<file path="src/two_class_alternating_grant_defines.svh">
// ----------------------------------------------------------------------------
// two_class_alternating_grant_defines
// Assertion macros for the two-class alternating grant arbiter.
// ----------------------------------------------------------------------------
`ifndef TWO_CLASS_ALTERNATING_GRANT_DEFINES_SVH
`define TWO_CLASS_ALTERNATING_GRANT_DEFINES_SVH

`ifndef SYNTH
// checked out of reset only
`define TCAG_ASSERT(lbl, prop) \
  lbl: assert property (@(posedge clk) disable iff (!rst_n) prop) \
    else $error("two_class_alternating_grant: check failed");
// checked at every edge, reset included
`define TCAG_ASSERT_ALWAYS(lbl, prop) \
  lbl: assert property (@(posedge clk) prop) \
    else $error("two_class_alternating_grant: check failed");
`else
`define TCAG_ASSERT(lbl, prop)
`define TCAG_ASSERT_ALWAYS(lbl, prop)
`endif

`endif

</file>
<file path="src/tcag_pkg.sv">
// ----------------------------------------------------------------------------
// tcag_pkg
// Shared types and constants of the two-class alternating grant arbiter.
// ----------------------------------------------------------------------------
package tcag_pkg;

  localparam int QUEUE_DEPTH_DEF = 16;
  localparam int ID_BITS_DEF     = 8;
  localparam int FIELD_ID_W      = 8;

  typedef enum logic [1:0] {
    FN_REQUEST = 2'd0,
    FN_RELEASE = 2'd1,
    FN_TIMEOUT = 2'd2,
    FN_UNUSED  = 2'd3
  } func_t;

  typedef enum logic [2:0] {
    OC_QUEUED  = 3'd0,
    OC_GRANTED = 3'd1,
    OC_REMOVED = 3'd2,
    OC_NONE    = 3'd3,
    OC_FULL    = 3'd4
  } outcome_t;

  // queue operation strobes, at most one of push/pop/remove at a time
  typedef struct packed {
    logic push;
    logic pop;
    logic remove;
    logic capture;
  } q_ctl_t;

endpackage

</file>
<file path="src/tcag_cell.sv">
// ----------------------------------------------------------------------------
// tcag_cell
// One queue slot: id and timeout flag, takes its upper neighbor on a shift,
// flags a timeout match and passes the match chain upward, toward the tail.
// ----------------------------------------------------------------------------
module tcag_cell #(
  parameter int ID_W = tcag_pkg::ID_BITS_DEF
) (
  input  logic            clk,
  input  logic            rst_n,
  input  tcag_pkg::q_ctl_t ctl,
  input  logic            occ,
  input  logic            is_tail,
  input  logic [ID_W-1:0] up_id,
  input  logic            up_tmo,
  input  logic [ID_W-1:0] push_id,
  input  logic            push_tmo,
  input  logic [ID_W-1:0] key_id,
  input  logic            seen_in,
  output logic [ID_W-1:0] id_q,
  output logic            tmo_q,
  output logic            hit_q,
  output logic            seen_out
);
  import tcag_pkg::*;

  logic [ID_W-1:0] id_r;
  logic            tmo_r;
  logic            hit_r;
  logic            take;

  // shift in from the neighbor on a pop, or at and above the removed slot
  assign take     = ctl.pop || (ctl.remove && (seen_in || hit_r));
  assign seen_out = seen_in || hit_r;

  always_ff @(posedge clk) begin
    if (take) begin
      id_r  <= up_id;
      tmo_r <= up_tmo;
    end else if (ctl.push && is_tail) begin
      id_r  <= push_id;
      tmo_r <= push_tmo;
    end
  end

  always_ff @(posedge clk) begin
    if (!rst_n) begin
      hit_r <= 1'b0;
    end else if (ctl.capture) begin
      hit_r <= occ && tmo_r && (id_r == key_id);
    end
  end

  assign id_q  = id_r;
  assign tmo_q = tmo_r;
  assign hit_q = hit_r;

endmodule

</file>
<file path="src/tcag_queue.sv">
// ----------------------------------------------------------------------------
// tcag_queue
// Wait queue of one category: a row of cells shifting toward the head,
// with fill count, push at tail, pop at head and removal of the first match.
// ----------------------------------------------------------------------------
module tcag_queue #(
  parameter int DEPTH = tcag_pkg::QUEUE_DEPTH_DEF,
  parameter int ID_W  = tcag_pkg::ID_BITS_DEF,
  localparam int CW   = $clog2(DEPTH + 1)
) (
  input  logic             clk,
  input  logic             rst_n,
  input  tcag_pkg::q_ctl_t ctl,
  input  logic [ID_W-1:0]  push_id,
  input  logic             push_tmo,
  input  logic [ID_W-1:0]  key_id,
  output logic [ID_W-1:0]  head_id,
  output logic [CW-1:0]    count,
  output logic             empty,
  output logic             full,
  output logic             any_hit
);
  import tcag_pkg::*;

  logic [CW-1:0]   count_r;
  logic [CW-1:0]   count_nxt;
  logic [ID_W-1:0] id_w   [DEPTH+1];
  logic            tmo_w  [DEPTH+1];
  logic            seen_w [DEPTH+1];
  logic [DEPTH-1:0] hit_w;

  assign id_w[DEPTH]  = '0;
  assign tmo_w[DEPTH] = 1'b0;
  assign seen_w[0]    = 1'b0;

  for (genvar g = 0; g < DEPTH; g++) begin : g_cell
    localparam logic [CW-1:0] IDX = CW'(g);
    tcag_cell #(.ID_W(ID_W)) u_cell (
      .clk      (clk),
      .rst_n    (rst_n),
      .ctl      (ctl),
      .occ      (IDX < count_r),
      .is_tail  (IDX == count_r),
      .up_id    (id_w[g+1]),
      .up_tmo   (tmo_w[g+1]),
      .push_id  (push_id),
      .push_tmo (push_tmo),
      .key_id   (key_id),
      .seen_in  (seen_w[g]),
      .id_q     (id_w[g]),
      .tmo_q    (tmo_w[g]),
      .hit_q    (hit_w[g]),
      .seen_out (seen_w[g+1])
    );
  end

  always_comb begin
    count_nxt = count_r;
    if (ctl.push && !full) begin
      count_nxt = count_r + CW'(1);
    end else if ((ctl.pop && !empty) || (ctl.remove && any_hit)) begin
      count_nxt = count_r - CW'(1);
    end
  end

  always_ff @(posedge clk) begin
    if (!rst_n) begin
      count_r <= '0;
    end else begin
      count_r <= count_nxt;
    end
  end

  assign head_id = id_w[0];
  assign count   = count_r;
  assign empty   = (count_r == '0);
  assign full    = (count_r == CW'(DEPTH));
  assign any_hit = |hit_w;

endmodule

</file>
<file path="src/two_class_alternating_grant.sv">
// ----------------------------------------------------------------------------
// two_class_alternating_grant: shared resource arbiter for two categories
// Capture and match compare on acceptance, then the queue update.
// A new word is taken only after the last one leaves the execute state; the queue update waits for a free output.
// Reset (sync, rst_n low) empties both queues and frees the resource.
// ----------------------------------------------------------------------------
module two_class_alternating_grant #(
  parameter int QUEUE_DEPTH = tcag_pkg::QUEUE_DEPTH_DEF,
  parameter int ID_BITS     = tcag_pkg::ID_BITS_DEF
) (
  input  logic                            clk,
  input  logic                            rst_n,
  input  logic                            in_valid,
  output logic                            in_ready,
  input  logic [1:0]                      in_func,
  input  logic [tcag_pkg::FIELD_ID_W-1:0] in_client_id,
  input  logic                            in_category,
  input  logic                            in_has_timeout,
  output logic                            out_valid,
  input  logic                            out_ready,
  output logic [2:0]                      out_outcome,
  output logic [tcag_pkg::FIELD_ID_W-1:0] out_grant_id,
  output logic                            out_grant_category
);
  import tcag_pkg::*;
  `include "two_class_alternating_grant_defines.svh"

  localparam int IDW = (ID_BITS < FIELD_ID_W) ? ID_BITS : FIELD_ID_W;
  localparam int CW  = $clog2(QUEUE_DEPTH + 1);

  typedef enum logic [1:0] {
    ST_IDLE = 2'b01,
    ST_EXEC = 2'b10
  } state_t;

  state_t          state_r, state_nxt;
  func_t           func_r;
  logic [IDW-1:0]  id_r;
  logic            cat_r;
  logic            tmo_r;
  logic            busy_r, busy_nxt;
  logic            owner_r, owner_nxt;
  logic            out_valid_r, out_valid_nxt;
  logic [2:0]      out_outcome_r;
  logic [FIELD_ID_W-1:0] out_id_r;
  logic            out_cat_r;

  logic            accept;
  logic            go;
  q_ctl_t          ctl0, ctl1;
  logic [IDW-1:0]  key_id;
  logic [IDW-1:0]  head0, head1;
  logic [CW-1:0]   cnt0, cnt1;
  logic            empty0, empty1, full0, full1, hit0, hit1;
  outcome_t        res_oc;
  logic [IDW-1:0]  res_id;
  logic            res_cat;
  logic            opp;
  logic            pick;

  assign in_ready = (state_r == ST_IDLE);
  assign accept   = in_valid && in_ready;
  assign go       = (state_r == ST_EXEC) && (!out_valid_r || out_ready);
  assign key_id   = in_client_id[IDW-1:0];

  tcag_queue #(.DEPTH(QUEUE_DEPTH), .ID_W(IDW)) u_q0 (
    .clk(clk), .rst_n(rst_n), .ctl(ctl0), .push_id(id_r), .push_tmo(tmo_r),
    .key_id(key_id), .head_id(head0), .count(cnt0), .empty(empty0),
    .full(full0), .any_hit(hit0)
  );

  tcag_queue #(.DEPTH(QUEUE_DEPTH), .ID_W(IDW)) u_q1 (
    .clk(clk), .rst_n(rst_n), .ctl(ctl1), .push_id(id_r), .push_tmo(tmo_r),
    .key_id(key_id), .head_id(head1), .count(cnt1), .empty(empty1),
    .full(full1), .any_hit(hit1)
  );

  always_comb begin
    ctl0         = '0;
    ctl1         = '0;
    ctl0.capture = accept;
    ctl1.capture = accept;
    busy_nxt     = busy_r;
    owner_nxt    = owner_r;
    res_oc       = OC_NONE;
    res_id       = '0;
    res_cat      = 1'b0;
    opp          = !owner_r;
    pick         = 1'b0;
    if (go) begin
      case (func_r)
        FN_REQUEST: begin
          res_id  = id_r;
          res_cat = cat_r;
          if (!busy_r) begin
            busy_nxt  = 1'b1;
            owner_nxt = cat_r;
            res_oc    = OC_GRANTED;
          end else if (cat_r ? full1 : full0) begin
            res_oc = OC_FULL;
          end else begin
            res_oc    = OC_QUEUED;
            ctl0.push = !cat_r;
            ctl1.push = cat_r;
          end
        end
        FN_RELEASE: begin
          if (busy_r) begin
            if (!(opp ? empty1 : empty0)) begin
              pick = opp;
            end else begin
              pick = owner_r;
            end
            if (empty0 && empty1) begin
              busy_nxt  = 1'b0;
              owner_nxt = 1'b0;
            end else begin
              owner_nxt = pick;
              res_oc    = OC_GRANTED;
              res_id    = pick ? head1 : head0;
              res_cat   = pick;
              ctl0.pop  = !pick;
              ctl1.pop  = pick;
            end
          end
        end
        FN_TIMEOUT: begin
          if (hit0) begin
            ctl0.remove = 1'b1;
            res_oc      = OC_REMOVED;
            res_id      = id_r;
          end else if (hit1) begin
            ctl1.remove = 1'b1;
            res_oc      = OC_REMOVED;
            res_id      = id_r;
            res_cat     = 1'b1;
          end
        end
        default: begin
          res_oc = OC_NONE;
        end
      endcase
    end
  end

  always_comb begin
    state_nxt = state_r;
    unique case (state_r)
      ST_IDLE: if (accept) state_nxt = ST_EXEC;
      ST_EXEC: if (go) state_nxt = ST_IDLE;
      default: state_nxt = ST_IDLE;
    endcase
  end

  always_comb begin
    out_valid_nxt = out_valid_r;
    if (go) begin
      out_valid_nxt = 1'b1;
    end else if (out_ready) begin
      out_valid_nxt = 1'b0;
    end
  end

  always_ff @(posedge clk) begin
    if (!rst_n) begin
      state_r     <= ST_IDLE;
      busy_r      <= 1'b0;
      owner_r     <= 1'b0;
      out_valid_r <= 1'b0;
    end else begin
      state_r     <= state_nxt;
      busy_r      <= busy_nxt;
      owner_r     <= owner_nxt;
      out_valid_r <= out_valid_nxt;
    end
  end

  always_ff @(posedge clk) begin
    if (accept) begin
      func_r <= func_t'(in_func);
      id_r   <= in_client_id[IDW-1:0];
      cat_r  <= in_category;
      tmo_r  <= in_has_timeout;
    end
    if (go) begin
      out_outcome_r <= res_oc;
      out_id_r      <= FIELD_ID_W'(res_id);
      out_cat_r     <= res_cat;
    end
  end

  assign out_valid          = out_valid_r;
  assign out_outcome        = out_outcome_r;
  assign out_grant_id       = out_id_r;
  assign out_grant_category = out_cat_r;

  `TCAG_ASSERT(a_free_means_empty, !busy_r |-> (empty0 && empty1))
  `TCAG_ASSERT(a_count_bound, (cnt0 <= CW'(QUEUE_DEPTH)) && (cnt1 <= CW'(QUEUE_DEPTH)))
  `TCAG_ASSERT(a_remove_one, (go && (func_r == FN_TIMEOUT) && hit0) |=> (cnt0 == $past(cnt0) - CW'(1)))
  `TCAG_ASSERT_ALWAYS(a_result_after_exec, $rose(out_valid_r) |-> $past(state_r == ST_EXEC))

endmodule

</file>
<file path="config.mk">
export PLATFORM = sky130hd
export DESIGN_NAME = two_class_alternating_grant
export DESIGN_NICKNAME = d
export VERILOG_FILES = /design/src/tcag_pkg.sv /design/src/tcag_cell.sv /design/src/tcag_queue.sv /design/src/two_class_alternating_grant.sv
export VERILOG_INCLUDE_DIRS = /design/src /design/src/src
export SDC_FILE = /design/constraint.sdc
export NUM_CORES = 1
export LEC_CHECK = 0
export ABC_AREA = 1
export BUFFER_PORTS_ARGS = -buffer_cell sky130_fd_sc_hd__buf_2
export CORE_MARGIN = 2
export CORE_UTILIZATION = 56
export CTS_CLUSTER_SIZE = 16
export DETAILED_ROUTE_END_ITERATION = 12
export PLACE_DENSITY = 0.72
export SETUP_SLACK_MARGIN = 0.4
export SLEW_MARGIN = 10
export SYNTH_ARGS = -nofsm -noshare
export SYNTH_HDL_FRONTEND = slang
export SYNTH_HIERARCHICAL = 1
export SYNTH_SLANG_ARGS = --single-unit
</file>
<file path="constraint.sdc">
create_clock -name clk -period 9.72 [get_ports clk]
set_input_delay 2.916 -clock clk [delete_from_list [all_inputs] [get_ports clk]]
set_output_delay 2.916 -clock clk [all_outputs]
set_load 0.01 [all_outputs]
</file>
## Yosys cells after proc, flatten, opt, wreduce, memory -nomap -nowiden

Index checks and enable logic that the tools add are counted.

| word-level totals | value |
|---|---|
| RAM bits | 0 |
| memories kept | 0 |
| flip-flop bits (word level) | 359 |
| latch bits | 0 |
| bits of input ports | 16 |
| logic and storage cells | 643 |
| output and inout bits | 14 |
| bits in read-only memories | 0 |

| cells by class | value |
|---|---|
| bitwise logic cells | 0 |
| magnitude comparators | 32 |
| equal/unequal tests | 72 |
| shift-type cells | 0 |
| multiplexer cells | 174 |
| add/sub/neg operators | 4 |
| divide/modulo/power cells | 0 |
| multipliers | 0 |
| reductions and logical operators | 252 |

Operators with widths:

| operator | number |
|---|---|
| 8-bit two-way mux | 65 |
| 8-bit equality test | 32 |
| 1-bit logical AND | 137 |
| 1-bit two-way mux | 91 |
| 4-bit by 5-bit equality test with 1-bit output (first input constant) | 16 |
| 4-bit by 5-bit < comparator with 1-bit output (first input constant) | 16 |
| 2-bit nonzero test | 34 |
| 1-bit logical OR | 65 |
| 3-bit by 5-bit equality test with 1-bit output (first input constant) | 8 |
| 3-bit by 5-bit < comparator with 1-bit output (first input constant) | 8 |
| 16-bit OR reduction | 2 |
| 8-bit case mux with 3 select lines | 1 |
| 2-bit by 5-bit equality test with 1-bit output (first input constant) | 4 |
| 1-bit by 5-bit < comparator with 1-bit output (first input constant) | 4 |
| 2-bit by 5-bit < comparator with 1-bit output (first input constant) | 4 |
| 5-bit two-way mux | 4 |
| 3-bit two-way mux | 4 |
| 5-bit by 1-bit adder with 5-bit output (second input constant) | 2 |
| 1-bit by 5-bit equality test with 1-bit output (first input constant) | 2 |
| 5-bit equality test (second input constant) | 2 |
| 5-bit logical NOT | 2 |
| 5-bit by 1-bit subtractor with 5-bit output (second input constant) | 2 |
| 3-bit case mux with 3 select lines | 1 |
| 1-bit logical NOT | 8 |
| 11 further kinds | 20 |

## Depth between registers and ports, before layout

Gate-level depths: netlist (run 1).

| depth | value |
|---|---|
| depth after elaboration | 17 |
| mapped depth | 20 |

## Modules after synthesis

The synthesis (run 1) kept the hierarchy.

By module, submodules not included:

| module | instances | seq. area each (sq um) | area an instance (sq um) | cells an instance |
|---|---|---|---|---|
| tcag_cell | 32 | 290.3 | 628.1 | 91 |
| two_class_alternating_grant | 1 | 820.8 | 1338.8 | 131 |
| tcag_queue (u_q1) | 1 | 100.1 | 815.8 | 138 |
| tcag_queue (u_q0) | 1 | 100.1 | 809.5 | 142 |

## Worst setup path after synthesis (run 1)

Ideal clock, no wire load.

| timing path | value |
|---|---|
| kind | input to register |
| start point | in out_ready |
| end point | reg u_q0.g_cell[0].u_cell.id_r[0] (enable) |
| setup time | 335 ps |
| path buffers | 1 |
| setup slack | 2288 ps |
| arrival | 7097 ps |
| stages on the path | 7 |
| path through | inv_1 nand2_1 nand2_2 nor3_1 a21oi_4 buf_6 nand2_1 |

RTL lines:

| element | line | text |
|---|---|---|
| start, declared | two_class_alternating_grant.sv:20 | `input logic out_ready,` |
| end signal, assigned | tcag_cell.sv:38 | `id_r <= up_id;` |
| end signal, assigned | tcag_cell.sv:41 | `id_r <= push_id;` |
| end, declared | tcag_cell.sv:27 | `logic [ID_W-1:0] id_r;` |

==> impl_metrics.py, run 1 <==
metrics = {
    "yosys": {
        "netlist.area_leader.share_pct": 40.6,
        "seq_area_frac_synth_pct": 44.7,
        "netlist_area_sq_um": 23100,
        "synth_xor_area_share_pct": 1.41,
        "muxShareOfSynthArea_pct": 0,
        "synthSimpleGateAreaFrac_pct": 37.9,
        "synth-adder-area-share_pct": 0.488,
        "postSynth.asyncResetShare_pct": 0,
        "synth_top_family_by_area": "simple AND/OR/NAND/NOR gates",
        "synth_compound_area_share_pct": 3.78,
        "netlist_instances": 3323,
        "synthTopCellsByCount": "1730 x nand2_1, 541 x inv_1, 312 x edfxtp_1",
        "yosysTopAreaCell": "edfxtp_1",
        "synth-edff-count": 312,
        "ys_ff_latch": 359,
        "yosys_warnings": 6,
        "yosysMostFrequentCell": "nand2_1",
        "yosys.cell_types.count": 40,
        "syn_avg_cell_area_sq_um": 6.94,
        "ys.flop_type": "edfxtp_1",
        "ys_top_cells_by_area": "edfxtp_1 41%, nand2_1 28%, inv_1 8.8%, nor2_1 4.8%, dfxtp_1 4.1%",
    },
    "floorplan": {
        "fp.dieW_um": 207,
        "num_rows": 74,
        "start_util_pct": 56.6,
        "core-area_sq_um": 40700,
        "ios": 30,
        "fp.dieH_um": 207,
        "dieArea_sq_um": 42800,
    },
    "timing": {
        "maxSlewHeadroom_pct": 19.4,
        "hold_violations": 0,
        "rsz0062_at_grt": "no",
        "timing.setup.tns_ns": 0,
        "max_freq_mhz": 190,
        "layout_min_cycle_time_ns": 5.26,
        "skew_ns": 0.0144,
        "final_max_slew_viol_count": 0,
        "worst_pin_slew_ns": 1.21,
        "setup_slack_ns": 4.46,
        "period_share_pct": 54.1,
        "hold_slack_ns": 0.483,
        "finalSetupViolCount": 0,
    },
    "placement": {
        "dp_slack_ns": 4.48,
        "hpwl_um": 39500,
        "dp_cells": 3881,
        "gp_congestion": 0.894,
        "numPortBuffers": 29,
    },
    "routing": {
        "post-route-drc-count": 0,
        "vias_per_cell": 5.22,
        "wl_per_cell_um": 15.9,
        "drtIter0Drc": 2237,
        "first_pass_iters": 6,
        "routed_wirelength_um": 63100,
        "vias": 20678,
        "drtAntennaViolNets": 0,
    },
    "cts": {
        "cts.sinks": 359,
        "cts_root_buffer": "clkbuf_16",
        "clkTransAtPathRegs_ns": 0.06,
        "cts-resized-gates": 0,
        "clockBufferDepth": 3,
        "cts_tree": "done",
        "cts_hold_buf": 0,
        "postCtsSetupBuffers": 0,
        "cts_made_buffers": 42,
        "htreeDepth": 2,
        "clock_latency_ns": 0.57,
    },
    "grt": {
        "grt_pass1_vias": 19013,
        "grt_max_degree": 78,
        "grt_pass1_wl_um": 97700,
        "antenna_found_initial": 1,
        "grt_use_total_pct": 29.5,
        "globalRouteOverflowTotal": 0,
    },
    "final_layout": {
        "finalNonFillerCells": 3959,
        "areaGrowthSynthToFinish_pct": 9.26,
        "drive_above_1_share_pct": 7.79,
        "layout.nets": 3418,
        "antennaDiodeCount": 0,
        "n_fill_cell": 3605,
    },
    "setup_path": {
        "rr_worst_depth": 18,
        "endpoint": "u_q1/g_cell[15].u_cell/id_q[1]$_DFFE_PP_",
        "rr_startpoint": "u_q1/g_cell[0].u_cell/hit_q$_SDFFE_PN0P_",
        "endpoint_kind": "flip-flop",
        "start_kind": "flip-flop",
        "regToRegSetupSlack_ns": 4.46,
        "crit_start": "u_q1/g_cell[0].u_cell/hit_q$_SDFFE_PN0P_",
        "arrival_ns": 5.50,
        "critPathRequiredTime_ns": 9.96,
        "crit_type": "flip-flop to flip-flop",
        "path_max_fanout": 11,
        "r2r-end": "u_q1/g_cell[15].u_cell/id_q[1]$_DFFE_PP_",
    },
    "run": {
        "drv_cap": 0,
    },
    "outcome": {
        "status": "finished, final reports clean",
    },
    "min_path": {
        "worstHoldPathType": "flip-flop to flip-flop",
        "holdPathStages": 2,
    },
    "power_and_ir_drop": {
        "power_density_nw_per_um2": 146,
        "power_leakage_uw": 0.0134,
        "peakVddDrop_v": 0.0000991,
    },
}
layer usage:
layer	wire length, um	global-route usage, %	up-vias	share of wire (%)
li1	-	-	10103	-
met1	26800	41.1	9417	42
met2	28200	47.4	994	45
met3	6210	4.35	162	9.8
met4	1890	9.80	2	3.0
met5	13	0	-	0.021
cell families after synthesis:
| group | count (synthesis) |
|---|---|
| buf+inv | 635 |
| flops | 359 |
| xor+xnor | 37 |
| simple gates | 2185 |
| compound gates | 96 |
| other cells | 2 |
| fa+ha+maj | 9 |
cell usage in the layout (no fill, tap or decap), types with 8 or more instances in the layout:
cell,count
nand2_4,8
buf_2,29
a21oi_4,32
inv_2,46
nor3_1,8
a21oi_1,44
nand3_1,33
clkbuf_16,45
dfxtp_1,47
bufinv_16,8
conb_1,20
xor2_1,35
edfxtp_1,312
inv_1,541
clkinv_2,8
nand2_1,1730
o21ai_0,12
ha_1,9
nand4_1,52
nor2_1,295
buf_4,23
or2_4,32
critical path: stages, from the launching register on:
cell	delay, ns
dfxtp_1	0.32
or2_4	0.27
or2_4	0.25
or2_4	0.25
or2_4	0.25
or2_4	0.25
or2_4	0.25
or2_4	0.25
or2_4	0.25
or2_4	0.24
or2_4	0.25
or2_4	0.25
or2_4	0.26
or2_4	0.25
or2_4	0.25
or2_4	0.25
or2_4	0.24
a21oi_4	0.29
nand2_1	0.31
registers in the layout, indices dropped and copies added (netlist names):
name and count:
u_q1/g_cell.u_cell/id_q 128, u_q1/count 5, tmo_r 1, u_q0/g_cell.u_cell/tmo_q 16
u_q1/g_cell.u_cell/hit_q 16, owner_r 1, func_r 2, busy_r 1
state_r 2, u_q0/g_cell.u_cell/id_q 128, u_q0/g_cell.u_cell/hit_q 16, out_grant_id 8
u_q1/g_cell.u_cell/tmo_q 16, out_valid 1, id_r 8, cat_r 1
out_outcome 3, u_q0/count 5, out_grant_category 1
power by group:
part           internal [uW]  switching, uW
Sequential              1680           14.3
Clock                   1080            633
Combinational           86.9            193
Total                   2850            840
area by class of cell:
type,count,area [sq um],area share [%]
sequential,359,10300,40.9
multi-input combinational,2347,10200,40.3
inverter,591,2230,8.85
clock buffer,54,1190,4.72
tap,532,666,2.64
clock inverter,24,323,1.28
timing repair buffer,52,318,1.26
metrics by stage:
step	total power [uW]	cell area, sq um	utilization (%)
floorplan	1880	23100	-
global placement	1990	23700	58.1
detailed placement	2000	23700	58.1
CTS	3700	25200	61.9
global route	3790	25200	61.9
finish	3680	25200	61.9
worst min path at each step:
stage	start	end	slack (ns)
after floorplan	u_q0/g_cell[0].u_cell/hit_q$_SDFFE_PN0P_	u_q0/g_cell[0].u_cell/hit_q$_SDFFE_PN0P_	0.45
after global placement	u_q1/g_cell[6].u_cell/hit_q$_SDFFE_PN0P_	u_q1/g_cell[6].u_cell/hit_q$_SDFFE_PN0P_	0.47
after detailed placement	u_q1/g_cell[6].u_cell/hit_q$_SDFFE_PN0P_	u_q1/g_cell[6].u_cell/hit_q$_SDFFE_PN0P_	0.47
after CTS	u_q1/g_cell[6].u_cell/hit_q$_SDFFE_PN0P_	u_q1/g_cell[6].u_cell/hit_q$_SDFFE_PN0P_	0.48
after global routing	u_q0/g_cell[4].u_cell/hit_q$_SDFFE_PN0P_	u_q0/g_cell[4].u_cell/hit_q$_SDFFE_PN0P_	0.51
final	u_q1/g_cell[6].u_cell/hit_q$_SDFFE_PN0P_	u_q1/g_cell[6].u_cell/hit_q$_SDFFE_PN0P_	0.48
(Power assumes the default switching activity.)
==> inputs of run 2 (changes only) <==
PLACE_DENSITY = 0.75   (was 0.72)
clock period = 4.4 ns   (was 9.72 ns; I/O delays follow)
==> impl_metrics.py, run 2 (synthesis gave the netlist of run 1 again) <==
metrics = {
    "power_and_ir_drop": {
        "power_leakage_uw": 0.0140,
        "power_uw": 7640,
        "peakVddDrop_v": 0.000207,
        "power_density_nw_per_um2": 289,
    },
    "floorplan": {
        "fp.dieW_um": 207,
        "core-area_sq_um": 40700,
        "num_rows": 74,
        "ios": 30,
        "dieArea_sq_um": 42800,
        "fp.dieH_um": 207,
        "start_util_pct": 56.6,
    },
    "placement": {
        "numPortBuffers": 29,
        "gp_congestion": 0.936,
        "hpwl_um": 41400,
        "dp_cells": 3926,
        "dp_slack_ns": -0.310,
    },
    "final_layout": {
        "areaGrowthSynthToFinish_pct": 14.6,
        "n_fill_cell": 3370,
        "layout_commonest_cell": "nand2_1",
        "antennaDiodeCount": 0,
        "finalNonFillerCells": 4049,
        "drive_above_1_share_pct": 12.5,
        "layout.nets": 3511,
        "most-common-layout-cells": "1649 x nand2_1, 541 x inv_1, 312 x edfxtp_1",
    },
    "setup_path": {
        "cp_common_cell": "or2_4",
        "critical-path-max-stage-delay_ns": 0.32,
        "regToRegSetupSlack_ns": -0.37,
        "start_kind": "flip-flop",
        "endpoint_kind": "flip-flop",
        "critical_path_depth": 19,
        "rr_startpoint": "u_q0/g_cell[0].u_cell/hit_q$_SDFFE_PN0P_",
        "crit_type": "flip-flop to flip-flop",
        "r2r-end": "u_q0/g_cell[15].u_cell/id_q[0]$_DFFE_PP_",
        "critPathRequiredTime_ns": 4.70,
        "slowest_stage": "dfxtp_2",
        "arrival_ns": 5.07,
        "path_max_fanout": 7,
        "cp_cell_sequence": "or2_4 -> or2_4 -> or2_4 -> or2_4 -> or2_4 -> or2_4 -> or2_4 -> or2_4 -> or2_4 -> or2_4 -> or2_4 -> or2_4 -> or2_4 -> or2_4 -> or2_4 -> or2_4 -> a21oi_4 -> buf_12 -> nand2_8",
        "path_delay_family": "simple AND/OR/NAND/NOR gates",
        "rr_worst_depth": 19,
        "path_buf_inv": 1,
    },
    "min_path": {
        "worstHoldPathType": "flip-flop to flip-flop",
        "min_to": "u_q0/g_cell[1].u_cell/hit_q$_SDFFE_PN0P_",
        "min-delay-start": "u_q0/g_cell[1].u_cell/hit_q$_SDFFE_PN0P_",
        "holdPathStages": 2,
    },
    "outcome": {
        "status": "finished, violations left",
        "violations": "setup timing",
    },
    "cts": {
        "cts_made_buffers": 40,
        "htreeDepth": 2,
        "cts_hold_buf": 0,
        "clockBufferDepth": 3,
        "cts_root_buffer": "clkbuf_16",
        "cts_tree": "done",
        "clkTransAtPathRegs_ns": 0.06,
        "cts.sinks": 359,
        "clock_latency_ns": 0.57,
    },
    "timing": {
        "setup_slack_ns": -0.368,
        "final_max_slew_viol_count": 0,
        "skew_ns": 0.0253,
        "finalSetupViolCount": 105,
        "hold_violations": 0,
        "hold_slack_ns": 0.479,
        "period_share_pct": 108,
        "maxSlewHeadroom_pct": 6.01,
        "worst_pin_slew_ns": 1.41,
        "max_freq_mhz": 210,
        "timing.setup.tns_ns": -25.02,
        "layout_min_cycle_time_ns": 4.77,
        "rsz0062_at_grt": "yes",
    },
    "routing": {
        "vias": 21038,
        "drtAntennaViolNets": 0,
        "vias_per_cell": 5.20,
        "wl_per_cell_um": 15.7,
        "drtIter0Drc": 1931,
        "first_pass_iters": 8,
        "routed_wirelength_um": 63400,
        "post-route-drc-count": 0,
    },
    "grt": {
        "antenna_found_initial": 0,
        "grt_use_total_pct": 29.4,
        "globalRouteOverflowTotal": 0,
        "grt_pass1_vias": 19720,
        "grt_max_degree": 66,
        "grt_pass1_wl_um": 99000,
    },
    "run": {
        "drv_cap": 0,
    },
}
## run 2: layer usage
layer,up-vias,part of all wire [%],track usage (%),routed length (um)
met2,886,48,51.5,30600
met4,0,3.6,10.9,2270
li1,10298,-,-,-
met5,-,0,0,0
met3,168,7.2,3.75,4560
met1,9686,41,37.1,25900
## run 2: worst max-delay path by stage
stage | end | start | slack (ns)
after floorplan | u_q1/g_cell[15].u_cell/id_q[0]$_DFFE_PP_ | u_q1/g_cell[1].u_cell/hit_q$_SDFFE_PN0P_ | -0.15
after global placement | u_q1/g_cell[15].u_cell/id_q[3]$_DFFE_PP_ | u_q1/g_cell[0].u_cell/hit_q$_SDFFE_PN0P_ | -0.29
after detailed placement | u_q1/g_cell[15].u_cell/id_q[5]$_DFFE_PP_ | u_q1/g_cell[0].u_cell/hit_q$_SDFFE_PN0P_ | -0.31
after CTS | u_q0/g_cell[15].u_cell/id_q[6]$_DFFE_PP_ | u_q0/g_cell[0].u_cell/hit_q$_SDFFE_PN0P_ | -0.30
after global routing | u_q0/g_cell[15].u_cell/id_q[6]$_DFFE_PP_ | u_q0/g_cell[0].u_cell/hit_q$_SDFFE_PN0P_ | -0.45
final | u_q0/g_cell[15].u_cell/id_q[0]$_DFFE_PP_ | u_q0/g_cell[0].u_cell/hit_q$_SDFFE_PN0P_ | -0.37
## run 2: metrics by stage
stage	cell area (sq um)	utilization, %
after global placement	24200	59.5
final	26400	64.9
after detailed placement	24200	59.5
after floorplan	23200	-
after global routing	26400	64.9
after CTS	26000	63.9
## run 2: repair_timing
item | CTS | global route
pin swaps | 23 | 31
resized for setup | 74 | 80
endpoints found under the setup margin | 170 | 189
gates cloned | 11 | 5
buffers inserted | 23 | 11
## run 2: layout make-up
| class | instances | area (sq um) | area share (%) |
|---|---|---|---|
| Clock buffer | 58 | 1170 | 4.42 |
| Timing Repair inverter | 3 | 30.0 | 0.114 |
| Timing Repair Buffer | 135 | 1240 | 4.70 |
| Multi-Input combinational cell | 2356 | 10700 | 40.4 |
| Clock inverter | 15 | 80.1 | 0.303 |
| Inverter | 591 | 2270 | 8.58 |
| Sequential cell | 359 | 10300 | 39.0 |
| Tap cell | 532 | 666 | 2.52 |
## run 2: where the power goes
group	total (uW)	switching (uW)	internal [uW]
logic	649	421	229
registers	3750	35.3	3710
clock network	3240	1400	1850
total	7640	1850	5790
## run 2: worst reg2reg max path, delay by kind of cell (launching register included)
family | cells | cell delay, ns
compound gates | 1 | 0.18
buf+inv | 1 | 0.19
flops | 1 | 0.32
simple gates | 17 | 3.84
==> inputs of run 3 (changes only) <==
ABC_AREA = default   (was 1)
SLEW_MARGIN = default   (was 10)
SYNTH_HIERARCHICAL = default   (was 1)
==> impl_metrics.py, run 3 <==
metrics = {
    "grt": {
        "grt_use_total_pct": 27.7,
        "grt_pass1_vias": 12819,
        "antenna_found_initial": 1,
        "grt_max_degree": 47,
        "globalRouteOverflowTotal": 0,
        "grt_pass1_wl_um": 76200,
    },
    "setup_path": {
        "endpoint_kind": "flip-flop",
        "path_buf_inv": 1,
        "arrival_ns": 3.74,
        "path_delay_family": "simple AND/OR/NAND/NOR gates",
        "crit_type": "primary input to flip-flop",
        "rr_startpoint": "func_r[1]$_DFFE_PP_",
        "critical_path_depth": 6,
        "critical-path-max-stage-delay_ns": 0.77,
        "rr_worst_depth": 5,
        "slowest_stage": "or3_1",
        "path_max_fanout": 10,
        "start_kind": "primary input",
        "crit_start": "out_ready",
        "critPathRequiredTime_ns": 4.56,
        "cp_cell_sequence": "buf_2 -> nor2b_1 -> or4b_1 -> or3_1 -> o21ai_4 -> o21bai_1",
    },
    "timing": {
        "worst_pin_slew_ns": 1.21,
        "finalSetupViolCount": 0,
        "rsz0062_at_grt": "no",
        "maxSlewHeadroom_pct": 18.2,
        "setup_slack_ns": 0.821,
        "hold_slack_ns": 0.451,
        "timing.setup.tns_ns": 0,
        "layout_min_cycle_time_ns": 3.58,
        "max_freq_mhz": 279,
        "final_max_slew_viol_count": 0,
        "hold_violations": 0,
        "period_share_pct": 81.3,
        "skew_ns": 0.0317,
    },
    "cts": {
        "cts.sinks": 359,
        "postCtsSetupBuffers": 0,
        "cts_tree": "done",
        "htreeDepth": 2,
        "cts_hold_buf": 0,
        "cts_root_buffer": "clkbuf_16",
        "cts_made_buffers": 40,
        "clockBufferDepth": 3,
        "cts-resized-gates": 0,
        "clkTransAtPathRegs_ns": 0.06,
        "clock_latency_ns": 0.55,
    },
    "yosys": {
        "netlist_instances": 1519,
        "yosys_warnings": 0,
        "ys_ff_latch": 359,
        "seq_area_frac_synth_pct": 52.9,
        "synth_top_family_by_area": "multiplexers",
        "netlist_area_sq_um": 19200,
        "ys.flop_type": "edfxtp_1",
        "syn_avg_cell_area_sq_um": 12.6,
        "synthSimpleGateAreaFrac_pct": 8.68,
        "synth-adder-area-share_pct": 0.653,
        "ys_top_cells_by_area": "edfxtp_1 46%, mux2_2 15%, xnor2_1 8.6%, dfxtp_1 6.8%, xor2_1 3.1%",
        "synth-edff-count": 294,
        "yosysMostFrequentCell": "edfxtp_1",
        "yosys.cell_types.count": 70,
        "yosysTopAreaCell": "edfxtp_1",
        "netlist.area_leader.share_pct": 46.1,
        "synth_compound_area_share_pct": 6.01,
        "synthTopCellsByCount": "294 x edfxtp_1, 259 x mux2_2, 189 x xnor2_1",
        "postSynth.asyncResetShare_pct": 0,
        "synth_xor_area_share_pct": 11.7,
        "muxShareOfSynthArea_pct": 17.7,
        "synth_nets": 1545,
    },
    "final_layout": {
        "most-common-layout-cells": "294 x edfxtp_1, 259 x mux2_2, 189 x xnor2_1",
        "layout_commonest_cell": "edfxtp_1",
        "drive_above_1_share_pct": 29.7,
        "final_core_utilization_pct": 63.3,
        "finalNonFillerCells": 2030,
        "layout.nets": 1576,
        "areaGrowthSynthToFinish_pct": 11.0,
    },
    "routing": {
        "vias": 12754,
        "wl_per_cell_um": 24.2,
        "drtAntennaViolNets": 0,
        "drtIter0Drc": 1354,
        "first_pass_iters": 5,
        "vias_per_cell": 6.28,
        "routed_wirelength_um": 49100,
        "post-route-drc-count": 0,
    },
    "power_and_ir_drop": {
        "seq_power_share_pct": 49.8,
        "switchingPower_uw": 1680,
        "peakVddDrop_v": 0.000285,
        "power_frac_comb_pct": 6.5,
        "power_frac_clock_pct": 43.7,
        "power_density_nw_per_um2": 352,
        "internal-power_uw": 5790,
        "switching_share_pct": 22.5,
        "power_leakage_uw": 0.00705,
    },
    "placement": {
        "dp_cells": 1956,
        "numPortBuffers": 29,
        "gp_congestion": 0.873,
        "dp_slack_ns": 0.328,
        "hpwl_um": 32800,
    },
    "floorplan": {
        "start_util_pct": 57.0,
        "dieArea_sq_um": 35700,
        "num_rows": 67,
        "fp.dieW_um": 189,
        "ios": 30,
        "fp.dieH_um": 189,
        "core-area_sq_um": 33600,
    },
    "min_path": {
        "min-delay-start": "u_q0.g_cell[10].u_cell.hit_q$_SDFFE_PN0P_",
        "holdPathStages": 2,
        "worstHoldPathType": "flip-flop to flip-flop",
    },
    "run": {
        "drv_cap": 0,
    },
    "outcome": {
        "status": "finished, final reports clean",
    },
}
==> run 3: cell count changes in the layout (fill, tap and decap cells not counted), moves of 32 or more <==
| cell | before | now |
|---|---|---|
| inv_1 | 541 | 15 |
| xnor2_1 | 2 | 189 |
| nand2_1 | 1649 | 72 |
| nand2_2 | 68 | 1 |
| xor2_1 | 35 | 68 |
| or2_4 | 32 | 0 |
| nor2_1 | 295 | 70 |
| inv_2 | 38 | 0 |
| mux2_2 | 0 | 259 |
==> run 3: per-layer routing <==
metal	vias to the layer above	part of all wire (%)	GRT usage, %
li1	5675	-	-
met2	554	46	44.0
met4	0	3.4	9.62
met5	-	0	0
met3	93	7.5	4.15
met1	6432	43	39.0
==> run 3: power by group through the flow <==
stage | Clock, uW | Sequential (uW) | Combinational (uW)
2_1_floorplan | 0 | 3770 | 336
3_3_place_gp | 0 | 3790 | 464
3_5_place_dp | 0 | 3790 | 476
4_1_cts | 3290 | 3720 | 481
5_1_grt | 3410 | 3720 | 516
6_report | 3270 | 3720 | 486
==> run 3: worst register-to-register path: cells and delay by family (launching register included) <==
family / cells / cell delay, ns
AO/OA/AOI/OAI: 1 / 0.96
flip-flops: 1 / 0.58
AND/OR/NAND/NOR: 4 / 1.59
==> run 3: through the flow <==
step                area, sq um  total power, uW
global placement          20000             4260
floorplan                 19200             4100
detailed placement        20000             4270
global route              21300             7650
CTS                       21300             7500
finish                    21300             7480
==> run 3: path summary, 6_finish.rpt <==
check	slack, ns	to
setup / recovery	0.82	u_q1.g_cell[9].u_cell.id_q[7]$_DFFE_PP_
hold / removal	0.45	u_q0.g_cell[10].u_cell.hit_q$_SDFFE_PN0P_
setup reg to reg	0.88	u_q0.g_cell[5].u_cell.id_q[0]$_DFFE_PP_
hold reg to reg	0.45	u_q0.g_cell[10].u_cell.hit_q$_SDFFE_PN0P_
==> run 3: layout make-up <==
type | count | area, sq um
Inverter | 15 | 56.3
Fill cell | 2524 | 12400
Timing Repair Buffer | 90 | 628
Antenna cell | 1 | 2.50
Sequential cell | 359 | 10100
Clock buffer | 55 | 1110
Clock inverter | 18 | 169
Multi-Input combinational cell | 1044 | 8610
Tap cell | 448 | 561
==> run 3: logic make-up (layout without fill, tap and decap cells) <==
| group | Yosys count | in the layout |
|---|---|---|
| multiplexers | 301 | 301 |
| AND/OR/NAND/NOR | 320 | 320 |
| adder cells (fa/ha/maj) | 10 | 10 |
| buffers and inverters | 116 | 178 |
| flip-flops | 359 | 359 |
| AO/OA/AOI/OAI | 156 | 156 |
| XOR/XNOR | 257 | 257 |
| other | 0 | 1 |
